## src/sv/nmea_chk_pkg.sv

```systemverilog
`default_nettype none

package nmea_chk_pkg;

    // Longest sentence that still passes, in bytes without the line end.
    localparam int MaxLen    = 128;
    localparam int PrefixLen = 6;
    localparam int KindCount = 9;
    localparam int DataBytes = 5;

    localparam logic [7:0] CharDollar = 8'h24;
    localparam logic [7:0] CharStar   = 8'h2A;
    localparam logic [7:0] CharLf     = 8'h0A;
    localparam logic [7:0] CharCr     = 8'h0D;
    localparam logic [7:0] CountMax   = 8'hFF;

    // Reported kind when no prefix matches.
    localparam logic [3:0] KindNone = 4'd9;

    typedef enum logic [1:0] {
        STATUS_OK       = 2'd0,
        STATUS_NO_STAR  = 2'd1,
        STATUS_TOO_LONG = 2'd2,
        STATUS_MISMATCH = 2'd3
    } status_t;

    // Sentence prefixes in priority order; the first character sits in the top byte.
    localparam logic [8*PrefixLen-1:0] KIND_TABLE [KindCount] = '{
        "$GNGGA", "$GPGGA", "$GNGSA", "$GPGSA", "$GNRMC",
        "$GNVTG", "$GPGSV", "$GLGSV", "$GNGLL"
    };

    typedef struct packed {
        logic [7:0]           running_xor;
        logic                 star_seen;
        logic [7:0]           hex_value;
        logic                 hex_active;
        logic [7:0]           byte_count;
        logic [KindCount-1:0] prefix_alive;
    } sent_state_t;

    localparam sent_state_t SENT_CLEAR = '{
        running_xor:  8'h00,
        star_seen:    1'b0,
        hex_value:    8'h00,
        hex_active:   1'b0,
        byte_count:   8'h00,
        prefix_alive: {KindCount{1'b1}}
    };

    typedef struct packed {
        status_t    status;
        logic [3:0] sentence_kind;
        logic [7:0] computed_sum;
        logic [7:0] received_sum;
        logic [7:0] sentence_length;
        logic [7:0] error_total;
    } result_t;

    // Returns {is_digit, value}; both letter cases are taken.
    function automatic logic [4:0] hex_digit(input logic [7:0] b);
        logic [4:0] d;
        d = 5'd0;
        if (b >= 8'h30 && b <= 8'h39) begin
            d = {1'b1, 4'(b - 8'h30)};
        end else if (b >= 8'h41 && b <= 8'h46) begin
            d = {1'b1, 4'(b - 8'h37)};
        end else if (b >= 8'h61 && b <= 8'h66) begin
            d = {1'b1, 4'(b - 8'h57)};
        end
        return d;
    endfunction

    // Folds one ordinary sentence byte into the running sentence state.
    function automatic sent_state_t take_byte(input sent_state_t s, input logic [7:0] b);
        sent_state_t n;
        logic [2:0]  pos;
        logic [4:0]  d;
        n   = s;
        pos = s.byte_count[2:0];
        d   = hex_digit(b);
        if (s.byte_count < 8'(PrefixLen)) begin
            for (int k = 0; k < KindCount; k++) begin
                if (KIND_TABLE[k][((PrefixLen - 1) - int'(pos)) * 8 +: 8] != b) begin
                    n.prefix_alive[k] = 1'b0;
                end
            end
        end
        if (s.byte_count != CountMax) begin
            n.byte_count = s.byte_count + 8'd1;
        end
        if (b == CharStar) begin
            n.star_seen  = 1'b1;
            n.hex_value  = 8'h00;
            n.hex_active = 1'b1;
        end else begin
            if (!s.star_seen && b != CharDollar) begin
                n.running_xor = s.running_xor ^ b;
            end
            if (s.hex_active) begin
                if (d[4]) begin
                    n.hex_value = {s.hex_value[3:0], d[3:0]};
                end else begin
                    n.hex_active = 1'b0;
                end
            end
        end
        return n;
    endfunction

endpackage

`default_nettype wire

```

## src/sv/nmea_chk_tracker.sv

```systemverilog
`default_nettype none

module nmea_chk_tracker (
    input  wire logic                  aclk,
    input  wire logic                  aresetn,
    input  wire logic                  byte_en,
    input  wire logic [7:0]            rx_byte,
    output nmea_chk_pkg::result_t      result
);
    import nmea_chk_pkg::*;

    sent_state_t sent_reg, sent_next;
    logic        cr_reg, cr_next;
    logic [7:0]  fail_reg, fail_next;

    sent_state_t after_cr;
    sent_state_t processed;
    logic        is_lf;
    logic        is_cr;
    status_t     status;
    logic [3:0]  kind;

    assign is_lf = (rx_byte == CharLf);
    assign is_cr = (rx_byte == CharCr);

    // A held CR counts as an ordinary byte unless the LF comes right after it.
    always_comb begin
        after_cr  = cr_reg ? take_byte(sent_reg, CharCr) : sent_reg;
        processed = is_cr ? after_cr : take_byte(after_cr, rx_byte);
    end

    always_comb begin
        if (sent_reg.byte_count > 8'(MaxLen)) begin
            status = STATUS_TOO_LONG;
        end else if (!sent_reg.star_seen) begin
            status = STATUS_NO_STAR;
        end else if (sent_reg.hex_value != sent_reg.running_xor) begin
            status = STATUS_MISMATCH;
        end else begin
            status = STATUS_OK;
        end
    end

    always_comb begin
        kind = KindNone;
        if (sent_reg.byte_count >= 8'(PrefixLen)) begin
            for (int k = KindCount - 1; k >= 0; k--) begin
                if (sent_reg.prefix_alive[k]) begin
                    kind = 4'(k);
                end
            end
        end
    end

    always_comb begin
        result.status          = status;
        result.sentence_kind   = kind;
        result.computed_sum    = sent_reg.running_xor;
        result.received_sum    = sent_reg.star_seen ? sent_reg.hex_value : 8'h00;
        result.sentence_length = sent_reg.byte_count;
        result.error_total     = (status != STATUS_OK) ? fail_reg + 8'd1 : fail_reg;
    end

    always_comb begin
        sent_next = sent_reg;
        cr_next   = cr_reg;
        fail_next = fail_reg;
        if (byte_en) begin
            if (is_lf) begin
                sent_next = SENT_CLEAR;
                cr_next   = 1'b0;
                fail_next = result.error_total;
            end else begin
                sent_next = processed;
                cr_next   = is_cr;
            end
        end
    end

    always_ff @(posedge aclk) begin
        if (!aresetn) begin
            sent_reg <= SENT_CLEAR;
            cr_reg   <= 1'b0;
            fail_reg <= 8'h00;
        end else begin
            sent_reg <= sent_next;
            cr_reg   <= cr_next;
            fail_reg <= fail_next;
        end
    end

endmodule

`default_nettype wire

```

## src/sv/nmea_sentence_checker_top.sv

```systemverilog
// NMEA sentence checker.
// Received GPS characters arrive one per transfer on the s_ channel (s_tdata holds
// one byte). Each LF closes a sentence and produces one transfer on the m_ channel
// carrying the status, matched sentence kind, computed and received checksums,
// the sentence length and the running count of failed sentences. Other bytes
// produce no output transfer.
// A byte is captured in an input register at the edge where it is transferred and
// is folded into the sentence state from that register; for an LF the result register
// loads at that same edge, so m_tvalid rises as the LF leaves the input register.
// Throughput is one byte per cycle while no LF waits in the input register, set by
// the per-byte update of the sentence state; a held CR and the following byte are
// folded in the same cycle.
// When the receiver stalls, the result waits in the output register; ordinary
// bytes keep flowing, and only an LF waits in the input register until the
// pending result is taken, which in turn holds s_tready low.
// Reset (aresetn low, synchronous) empties both registers, clears the sentence
// state and clears the failed-sentence count.
`default_nettype none

module nmea_sentence_checker_top (
    input  wire logic        aclk,
    input  wire logic        aresetn,
    input  wire logic        s_tvalid,
    output      logic        s_tready,
    input  wire logic [7:0]  s_tdata,   // [7:0] rx_byte
    output      logic        m_tvalid,
    input  wire logic        m_tready,
    // [1:0] status, [5:2] sentence_kind, [13:6] computed_sum, [21:14] received_sum,
    // [29:22] sentence_length, [37:30] error_total, [39:38] zero
    output      logic [8*nmea_chk_pkg::DataBytes-1:0] m_tdata
);
    import nmea_chk_pkg::*;

    logic       in_valid_reg, in_valid_next;
    logic [7:0] in_byte_reg, in_byte_next;
    logic       out_valid_reg, out_valid_next;
    result_t    out_reg, out_next;

    result_t    result;
    logic       in_is_lf;
    logic       advance;

    assign in_is_lf = (in_byte_reg == CharLf);

    // Ordinary bytes never block; an LF needs room in the result register.
    assign advance  = in_valid_reg && (!in_is_lf || !out_valid_reg || m_tready);
    assign s_tready = !in_valid_reg || advance;

    nmea_chk_tracker u_tracker (
        .aclk    (aclk),
        .aresetn (aresetn),
        .byte_en (advance),
        .rx_byte (in_byte_reg),
        .result  (result)
    );

    always_comb begin
        in_valid_next = in_valid_reg;
        in_byte_next  = in_byte_reg;
        if (s_tvalid && s_tready) begin
            in_valid_next = 1'b1;
            in_byte_next  = s_tdata;
        end else if (advance) begin
            in_valid_next = 1'b0;
        end
    end

    always_comb begin
        out_valid_next = out_valid_reg;
        out_next       = out_reg;
        if (advance && in_is_lf) begin
            out_valid_next = 1'b1;
            out_next       = result;
        end else if (m_tready) begin
            out_valid_next = 1'b0;
        end
    end

    always_ff @(posedge aclk) begin
        if (!aresetn) begin
            in_valid_reg  <= 1'b0;
            out_valid_reg <= 1'b0;
        end else begin
            in_valid_reg  <= in_valid_next;
            out_valid_reg <= out_valid_next;
        end
    end

    // Payload registers carry no reset; the valid flags qualify them.
    always_ff @(posedge aclk) begin
        in_byte_reg <= in_byte_next;
        out_reg     <= out_next;
    end

    assign m_tvalid = out_valid_reg;
    assign m_tdata  = {2'b00,
                       out_reg.error_total,
                       out_reg.sentence_length,
                       out_reg.received_sum,
                       out_reg.computed_sum,
                       out_reg.sentence_kind,
                       out_reg.status};

    // A passing sentence always has matching checksums.
    assert property (@(posedge aclk) disable iff (!aresetn)
        (m_tvalid && out_reg.status == STATUS_OK)
            |-> (out_reg.computed_sum == out_reg.received_sum))
        else $error("ok status with differing checksums");

    // Without a star there is no received checksum.
    assert property (@(posedge aclk) disable iff (!aresetn)
        (m_tvalid && out_reg.status == STATUS_NO_STAR) |-> (out_reg.received_sum == 8'h00))
        else $error("received checksum reported without a star");

    // A matched kind needs at least a full prefix.
    assert property (@(posedge aclk) disable iff (!aresetn)
        (m_tvalid && out_reg.sentence_kind != KindNone)
            |-> (out_reg.sentence_length >= 8'(PrefixLen)))
        else $error("sentence kind matched on a short sentence");

    // Too long is reported exactly when the length exceeds the limit.
    assert property (@(posedge aclk) disable iff (!aresetn)
        m_tvalid |-> ((out_reg.status == STATUS_TOO_LONG)
                      == (out_reg.sentence_length > 8'(MaxLen))))
        else $error("too-long status disagrees with the length");

    // A new result is loaded only when the previous one is gone or leaving.
    assert property (@(posedge aclk) disable iff (!aresetn)
        (advance && in_is_lf) |-> (!out_valid_reg || m_tready))
        else $error("result register overwritten while stalled");

endmodule

`default_nettype wire

```

## config.mk

```make
export PLATFORM = sky130hd
export DESIGN_NAME = nmea_sentence_checker_top
export DESIGN_NICKNAME = d
export VERILOG_FILES = /design/src/sv/nmea_chk_pkg.sv /design/src/sv/nmea_chk_tracker.sv /design/src/sv/nmea_sentence_checker_top.sv
export SDC_FILE = /design/constraint.sdc
export NUM_CORES = 1
export LEC_CHECK = 0
export BUFFER_PORTS_ARGS = -buffer_cell sky130_fd_sc_hd__buf_2
export CELL_PAD_IN_SITES_DETAIL_PLACEMENT = 1
export CELL_PAD_IN_SITES_GLOBAL_PLACEMENT = 2
export CORE_ASPECT_RATIO = 1.2
export CORE_MARGIN = 2
export CORE_UTILIZATION = 34
export DETAILED_ROUTE_END_ITERATION = 8
export PLACE_DENSITY_LB_ADDON = 0.12
export SLEW_MARGIN = 20
export SYNTH_ARGS = -nofsm -noshare
export SYNTH_HDL_FRONTEND = slang
export SYNTH_SLANG_ARGS = --single-unit
export TNS_END_PERCENT = 1
```

## constraint.sdc

```tcl
create_clock -name aclk -period 3.4 [get_ports aclk]
set_clock_uncertainty 0.1 [all_clocks]
set_input_delay 0.68 -clock aclk [delete_from_list [all_inputs] [get_ports aclk]]
set_output_delay 0.68 -clock aclk [all_outputs]
set_load 0.005 [all_outputs]
```

Word-level counts from Yosys, hierarchy flattened --
Cells that the tools add are included.
Cells by class: add/sub/neg operators 8, $lt $le $gt $ge 10, equal/unequal tests 25, shift-type cells 18, muxes and demuxes 54, bitwise operators 3, reduce and logical (&&, ||, !) cells 20
Operators by type and width (number):
- 48-bit by 32-bit indexed part select with 8-bit output, first input constant | 9
- 48-bit by 7-bit indexed part select with 8-bit output, first input constant | 9
- 8-bit inequality test | 10
- 8-bit by 4-bit inequality test with 1-bit output, second input constant | 9
- 35-bit two-way mux | 2
- 8-bit two-way mux | 6
- 4-bit two-way mux | 9
- 9-bit two-way mux | 4
- 31-bit two-way mux | 1
- 1-bit two-way mux | 26
- 8-bit by 1-bit adder with 8-bit output, second input constant | 3
- 8-bit by 4-bit equality test with 1-bit output, second input constant | 2
- 8-bit by 7-bit >= comparator with 1-bit output, second input constant | 2
- 8-bit by 7-bit <= comparator with 1-bit output, second input constant | 2
- 8-bit by 3-bit < comparator with 1-bit output, second input constant | 2
- 8-bit inequality test, second input constant | 2
- 5-bit two-way mux | 3
- 8-bit by 6-bit equality test with 1-bit output, second input constant | 1
- 8-bit by 3-bit >= comparator with 1-bit output, second input constant | 1
- 8-bit by 6-bit >= comparator with 1-bit output, second input constant | 1
- 8-bit greater-than comparator, second input constant | 1
- 8-bit by 6-bit <= comparator with 1-bit output, second input constant | 1
- 8-bit by 6-bit inequality test with 1-bit output, second input constant | 1
- 3-bit by 3-bit subtractor with 4-bit output, first input constant | 2
- other kinds (13) | 29
Storage, ports and cells: register bits 92, bits of input ports 12, output and inout port bits 42, logic and storage cells 157

Logic depth before layout (Yosys ltp) --
Gate-level depths: netlist of run 1.
depth in word-level cells 13, gate-level depth with buffers 16, depth with buffers taken out 14

Modules after synthesis --
From an unflattened synthesis of run 1, not the netlist that was laid out.
Unflattened totals: cell total of the unflattened synthesis 696, area total of the unflattened synthesis 6168.4 um2
By module, submodules not included:
- nmea_chk_tracker | times used 1, cells an instance 632, area each 4620.7 um2, sequential area each 880.8 um2
- nmea_sentence_checker_top | times used 1, cells an instance 64, area each 1547.7 um2, sequential area each 1421.4 um2

Worst setup path before layout of run 1 --
OpenSTA, ideal clock, no wires.
path kind reg2reg, start register u_tracker.sent_reg (netlist bit u_tracker.result[9]), end register u_tracker.sent_reg[2] in the netlist's numbering, library setup time 70 ps, data arrival time 3263 ps, required time 3230 ps, slack -33 ps, cell stages (with the launch flop) 16, buffers on the path 2, period minus slack after synthesis 3433 ps, path through dfxtp_1 -> ha_1 -> and3_1 -> clkbuf_1 -> a21o_1 -> nand2_2 -> inv_1 -> buf_2 -> ha_1 -> nor3b_1 -> xor2_1 -> nor4_1 -> mux2i_1 -> nor4_4 -> o31ai_1 -> a21oi_1
On the way: word-level cells in the longest chain between the ends 10, elaborated cells between the ends (all ways) 18, classes of those cells add/sub: 3; order compare: 2; eq/ne: 3; shift: 2; mux: 8
RTL lines:
- start, declared | line nmea_chk_tracker.sv:12 | sent_state_t sent_reg, sent_next;
- start signal, assigned | line nmea_chk_tracker.sv:86 | sent_reg <= sent_next;
- 8-bit by 1-bit adder with 8-bit output, or another cell as far along | line nmea_chk_pkg.sv:90 | n.byte_count = s.byte_count + 8'd1;
- 8-bit two-way mux or 48-bit by 7-bit indexed part select with 8-bit output (tied branches) | line nmea_chk_pkg.sv:89, nmea_chk_pkg.sv:84
- 31-bit two-way mux * | line nmea_chk_tracker.sv:28 | after_cr = cr_reg ? take_byte(sent_reg, CharCr) : sent_reg;
- 3-bit by 3-bit subtractor with 4-bit output or 1-bit two-way mux (tied branches) | line nmea_chk_pkg.sv:84 | if (KIND_TABLE[k][((PrefixLen - 1) - int'(pos)) * 8 +: 8] != b) begin
- 48-bit by 32-bit indexed part select with 8-bit output or 9-bit two-way mux (tied branches) | line nmea_chk_pkg.sv:84, nmea_chk_pkg.sv:82
- 8-bit inequality test or 31-bit two-way mux (tied branches) | line nmea_chk_pkg.sv:84, nmea_chk_tracker.sv:28
- 1-bit two-way mux | line nmea_chk_pkg.sv:84
- 9-bit two-way mux | line nmea_chk_pkg.sv:82 | if (s.byte_count < 8'(PrefixLen)) begin
- 35-bit two-way mux * | line nmea_chk_tracker.sv:29 | processed = is_cr ? after_cr : take_byte(after_cr, rx_byte);
- 35-bit two-way mux * | line nmea_chk_tracker.sv:69 | if (is_lf) begin
Every way passes the cells marked *; elsewhere a longest branch is shown, timed or not. A chain may end at the register's enable or synchronous reset.

Final worst setup path of run 1 --
start register u_tracker.sent_reg (netlist bit u_tracker.result[8]), end register u_tracker.sent_reg[2] in the netlist's numbering
Same word-level chain as after synthesis.

==> results.ini, run 1 <==
[setup_path]
r2r_setup_slack_ns = 0.19
cp-start-kind = register
ff2ff_path_depth = 14
crit_fanout = 6
cp-end-kind = register
worstPathArrival_ns = 3.39
rr_endpoint = u_tracker.sent_reg[2]
required_ns = 3.58
reg2reg_from = u_tracker.result[8]
crit_type = reg -> reg

[logic_synthesis]
syn_area_mm2 = 0.00548
yosys-top-cells-count = nand2_1 (56), dfxtp_1 (46), edfxtp_1 (46)
yosysWarningCount = 0
synth-seq-cells = 92
yosys.area.top_type = edfxtp_1
ys_types = 80
yosysMostFrequentCell = nand2_1
ys_async_sr_fraction = 0
yosys-top-cells-area = edfxtp_1 (25%), dfxtp_1 (17%), xnor2_1 (4.2%), xor2_1 (4.0%), nand2_1 (3.8%)
ys_seq_area_frac = 0.420
synth_ff_type = edfxtp_1
postSynthCellCount = 587
synth-edff-count = 46
synth.avg_cell_area_um2 = 9.34
synth.top_cell.area_share = 0.252

[cts]
htreeDepth = 3
clkLatencyLatePin_ns = 0.35
clockBufferDepth = 2
cts_root_buffer = clkbuf_16
cts.sinks = 92
cts_buffers = 9
clkTransAtPathRegs_ns = 0.07
cts_tree = yes

[layout]
largest_reg_flops = 38
drive_above_1_share = 0.226
fin_area_mm2 = 0.00658
final_nets = 692
diodes = 0
area_growth_pct = 20.1

[worst_hold_path]
hold_depth = 2
hold_path_class = reg -> reg
hold_end = u_tracker.sent_reg[22]
min_from = u_tracker.sent_reg[22]

[global_routing]
grt_pass1_wl_um = 26300
antenna_found_initial = 0
grtUsageTotal = 0.198
grt_overflow_total = 0
grt_start_max_net_pins = 29
grt_pass1_vias = 4688

[floorplanning]
start_util = 0.349
core_area_mm2 = 0.0157
die_area_mm2 = 0.0172
die_h_um = 143
die_w_um = 120
io_pins = 54
num_rows = 50

[placed_design]
placed_area_mm2 = 0.00621
place_congestion = 0.952
io_buffers = 51
place_ws_ns = 0.0332
dpl.hpwl_um = 12900

[pwr]
peakVddDrop_uv = 218
power_density_mw_per_mm2 = 383
leakage_nw = 2.56

[route]
drt-total-wl_um = 16500
drt-pass1-iter-count = 4
drc = 0
vias_per_cell = 5.33
dr_total_vias = 4689
antenna_left = 0
post_drt_wl_per_cell_um = 18.7
dr.first_iter.drc_count = 232

[sta]
worst_pin_slew_ns = 0.787
worst_slack_ns = 0.191
hold_viol = 0
finalSetupViolCount = 0
fmax_mhz = 312
max-slew-margin-rel = 0.472
period_minus_slack_ns = 3.21
post-route-period-util = 0.944
slew_violations = 0

[run_status]
status = finished, final reports clean

[run]
max-cap-violations = 0

-- metrics by stage --
stage                     power [W]  utilization  hold WS, ns  setup TNS (ns)  instances
after detailed placement    0.00155        0.396        0.377               0        862
after global routing        0.00263        0.419        0.387        -0.00357        880
after CTS                   0.00255        0.415        0.388               0        878
after floorplan             0.00144            -        0.303               0        588
after global placement      0.00155        0.396        0.371               0        862
final                       0.00252        0.419        0.388               0        880
-- report_power, final --
group	switching, W	leakage [nW]	internal (W)
registers	0.0000413	0.788	0.00118
logic	0.000184	1.62	0.000129
clock network	0.000471	0.145	0.000514
-- worst max path at each step --
stage / from / to / cells after the start
5_1_grt: u_tracker.result[8] / u_tracker.sent_reg[2] / 14
2_1_floorplan: u_tracker.result[9] / u_tracker.sent_reg[2] / 15
6_report: u_tracker.result[8] / u_tracker.sent_reg[2] / 14
3_5_place_dp: u_tracker.result[8] / u_tracker.sent_reg[7] / 12
3_3_place_gp: u_tracker.result[8] / u_tracker.sent_reg[2] / 12
4_1_cts: u_tracker.result[8] / u_tracker.sent_reg[7] / 12
-- worst max-delay path, cell delays in order (launching register included) --
cell and delay, ns:
dfxtp_1 0.38, inv_1 0.09, ha_1 0.31, nand2_1 0.09, a21o_1 0.23, nand2_4 0.13
inv_1 0.09, ha_1 0.25, o21bai_4 0.21, nor2_1 0.12, or4_1 0.44, o2111a_1 0.19
nor4_4 0.24, o31ai_1 0.12, a21oi_1 0.15
-- cell type report --
class                   instances  area (um^2)
clock buffers                   9          225
flip-flops and latches         92         2300
inverters                      22         82.6
clock inverters                 7         67.6
repair buffers                101          631
well taps                     208          260
fillers                      1825         9120
multi-input cells             441         3010
-- logic make-up (layout without fill, tap and decap cells) --
logic type / Yosys count / in the layout / synth area share
simple gates: 222 / 222 / 0.223
compound gates: 140 / 140 / 0.176
flops: 92 / 92 / 0.420
buf+inv: 55 / 139 / 0.0434
xor+xnor: 52 / 52 / 0.0844
fa+ha+maj: 13 / 13 / 0.0297
mux: 12 / 12 / 0.0226
other cells: 1 / 2 / 0.000684
-- cells in the final DEF, fill, tap and decap left out, types with 14 or more instances in the layout --
| master | n |
|---|---|
| nor2_1 | 34 |
| nand3_1 | 21 |
| o21ai_0 | 25 |
| a21oi_1 | 38 |
| dfxtp_1 | 46 |
| and2_1 | 18 |
| buf_2 | 51 |
| xnor2_1 | 25 |
| xor2_1 | 25 |
| buf_4 | 50 |
| edfxtp_1 | 46 |
| nand2_1 | 56 |
| inv_1 | 18 |
| nor2b_1 | 14 |
-- what timing repair did --
item | 4_1_cts | 5_1_grt
gates resized for setup | 1 | 11
endpoints found under the hold margin | 0 | 0
setup endpoints to repair | 1 | 4
buffers inserted | 0 | 2
hold buffers | 0 | 0
pin swaps | 0 | 3
-- metal layers --
metal / GRT usage / routed length [um] / vias up
met4: 0.0576 / 200 / 0
li1: - / - / 2301
met5: 0 / 0 / -
met2: 0.335 / 7900 / 78
met1: 0.263 / 7920 / 2296
met3: 0.0276 / 429 / 14
(Power assumes the default switching activity.)
==> run 2: changes to the inputs <==
- SYNTH_HIERARCHICAL: unset -> 1
- clock period: 3.4 -> 2.7 ns (I/O delays scaled with it)
==> run 2 against run 1 <==
  * Routed wire length is 31% higher
  * Flip-flop and latch count unchanged
  * Sequential power rose by 24%
  * Largest power group unchanged
  * Via count grew 27%
  * Critical path type unchanged
  * Worst hold slack worse by 0.12 ns
  * The flow now finishes with violations (setup timing)
  * Sequential share of layout area is 5.2 points lower
==> results.ini, run 2 <==
[run_status]
status = complete, but fails checks
violations = setup timing

[route]
dr.first_iter.drc_count = 333
drc = 0
drt-pass1-iter-count = 4
drt-total-wl_um = 21600
antenna_left = 0
post_drt_wl_per_cell_um = 20.9
vias_per_cell = 5.75
dr_total_vias = 5938

[global_routing]
grt_pass1_wl_um = 33700
grt_pass1_vias = 6199
grt_overflow_total = 0
antenna_found_initial = 1
grtUsageTotal = 0.225
grt_start_max_net_pins = 40

[setup_path]
cp-startpoint = u_tracker/result[14]
reg2reg_from = u_tracker/result[14]
cp-start-kind = register
crit_type = reg -> reg
worstPathArrival_ns = 3.14
cp-end-kind = register
ff2ff_path_depth = 13
crit_fanout = 3
r2r_setup_slack_ns = -0.30
rr_endpoint = u_tracker/sent_reg[0]
required_ns = 2.84

[logic_synthesis]
yosys.area.top_type = edfxtp_1
synth.top_cell.area_share = 0.224
yosysWarningCount = 6
ys_types = 86
yosys-top-cells-area = edfxtp_1 (22%), dfxtp_1 (15%), xnor2_1 (4.7%), a21oi_1 (3.5%), nand2_1 (3.5%)
synth_ff_type = edfxtp_1
yosysMostFrequentCell = nand2_1
ys_seq_area_frac = 0.373
yosys-top-cells-count = nand2_1 (57), dfxtp_1 (46), edfxtp_1 (46)
postSynthCellCount = 696
synth-seq-cells = 92
syn_area_mm2 = 0.00617
synth-edff-count = 46
synth.avg_cell_area_um2 = 8.86
ys_async_sr_fraction = 0

[worst_hold_path]
hold_depth = 1
hold_end = in_byte_reg[1]
min_from = s_tdata[1]
hold_path_class = in -> reg

[floorplanning]
start_util = 0.350
core_area_mm2 = 0.0176
num_rows = 53
die_h_um = 152
die_area_mm2 = 0.0192
io_pins = 54
die_w_um = 127

[sta]
max-slew-margin-rel = 0.640
rsz0062_at_grt = yes
hold_viol = 0
slew_violations = 0
finalSetupViolCount = 11
worst_slack_ns = -0.299
worst_pin_slew_ns = 0.536
fmax_mhz = 333
period_minus_slack_ns = 3.00
post-route-period-util = 1.11

[cts]
htreeDepth = 3
postCtsHoldBufs = 0
clockBufferDepth = 2
clkLatencyLatePin_ns = 0.35
cts_root_buffer = clkbuf_16
cts_buffers = 9
clkTransAtPathRegs_ns = 0.07
cts.sinks = 92
cts_tree = yes

[pwr]
power_density_mw_per_mm2 = 428
peakVddDrop_uv = 338
leakage_nw = 2.93

[layout]
largest_reg_flops = 38
drive_above_1_share = 0.303
fin_area_mm2 = 0.00776
final_common_cell = buf_4
final_nets = 834
diodes = 0
area_growth_pct = 25.8
final_cell_mix = buf_4 (110), nand2_1 (57), buf_2 (51)

[placed_design]
placed_area_mm2 = 0.00726
dpl.hpwl_um = 16600
place_ws_ns = -0.540
place_congestion = 0.910
io_buffers = 51

[run]
max-cap-violations = 0

==> run 2: area by class of cell <==
cell class / instances / area [um^2]
Clock buffer: 9 / 225
Clock inverter: 7 / 72.6
Fill cell: 2061 / 9880
Inverter: 22 / 82.6
Multi-Input combinational cell: 517 / 3660
Sequential cell: 92 / 2310
Tap cell: 220 / 275
Timing Repair Buffer: 165 / 1140
==> run 2: cells by family after synthesis <==
group / synth area share
other cells: 0.000608
mux: 0.0166
simple gates: 0.230
flops: 0.373
compound gates: 0.213
fa+ha+maj: 0.0304
xor+xnor: 0.0653
buf+inv: 0.0702
==> run 2: worst max-delay path by stage <==
stage          cells after the start                    end  slack (ns)
3_3_place_gp                      13  u_tracker/sent_reg[0]       -0.46
3_5_place_dp                      13  u_tracker/sent_reg[0]       -0.54
2_1_floorplan                     12  u_tracker/sent_reg[7]       -0.42
4_1_cts                           13  u_tracker/sent_reg[0]       -0.30
5_1_grt                           12  u_tracker/sent_reg[1]       -0.42
6_report                          13  u_tracker/sent_reg[0]       -0.30
==> run 2: power by group <==
part / internal (W) / switching [W]
clock: 0.000650 / 0.000605
combinational: 0.000225 / 0.000316
sequential: 0.00149 / 0.0000349
==> run 2: timing repair <==
item / in CTS / in global routing
endpoints found under the setup margin: 21 / 29
resized for setup: 17 / 26
buffers inserted: 3 / 1
pin swaps: 14 / 1
==> run 2: worst max-delay path: stages, from the launching register on <==
cell,delay (ns)
dfxtp_1,0.32
and4_4,0.21
buf_4,0.15
a21o_4,0.22
nor2_4,0.16
inv_2,0.07
ha_4,0.16
or3_4,0.37
a211oi_4,0.21
a21oi_2,0.09
mux2i_2,0.21
o41ai_2,0.38
buf_4,0.18
o31ai_1,0.07
==> run 2: routing by layer <==
| metal | vias to the layer above | global-route usage | share of wire |
|---|---|---|---|
| met1 | 2958 | 0.261 | 0.41 |
| met5 | - | 0 | 0.00060 |
| met2 | 127 | 0.413 | 0.53 |
| li1 | 2805 | - | - |
| met3 | 46 | 0.0309 | 0.026 |
| met4 | 2 | 0.101 | 0.036 |
==> run 2: through the flow <==
step	hold WS [ns]	total power (W)	instances	setup TNS, ns	util
final	0.270	0.00332	1032	-2.55	0.440
after global routing	0.262	0.00345	1032	-4.10	0.440
after CTS	0.259	0.00334	1031	-2.96	0.433
after detailed placement	0.363	0.00207	1012	-4.25	0.412
after global placement	0.345	0.00206	1012	-3.35	0.412
after floorplan	0.332	0.00188	697	-3.23	-
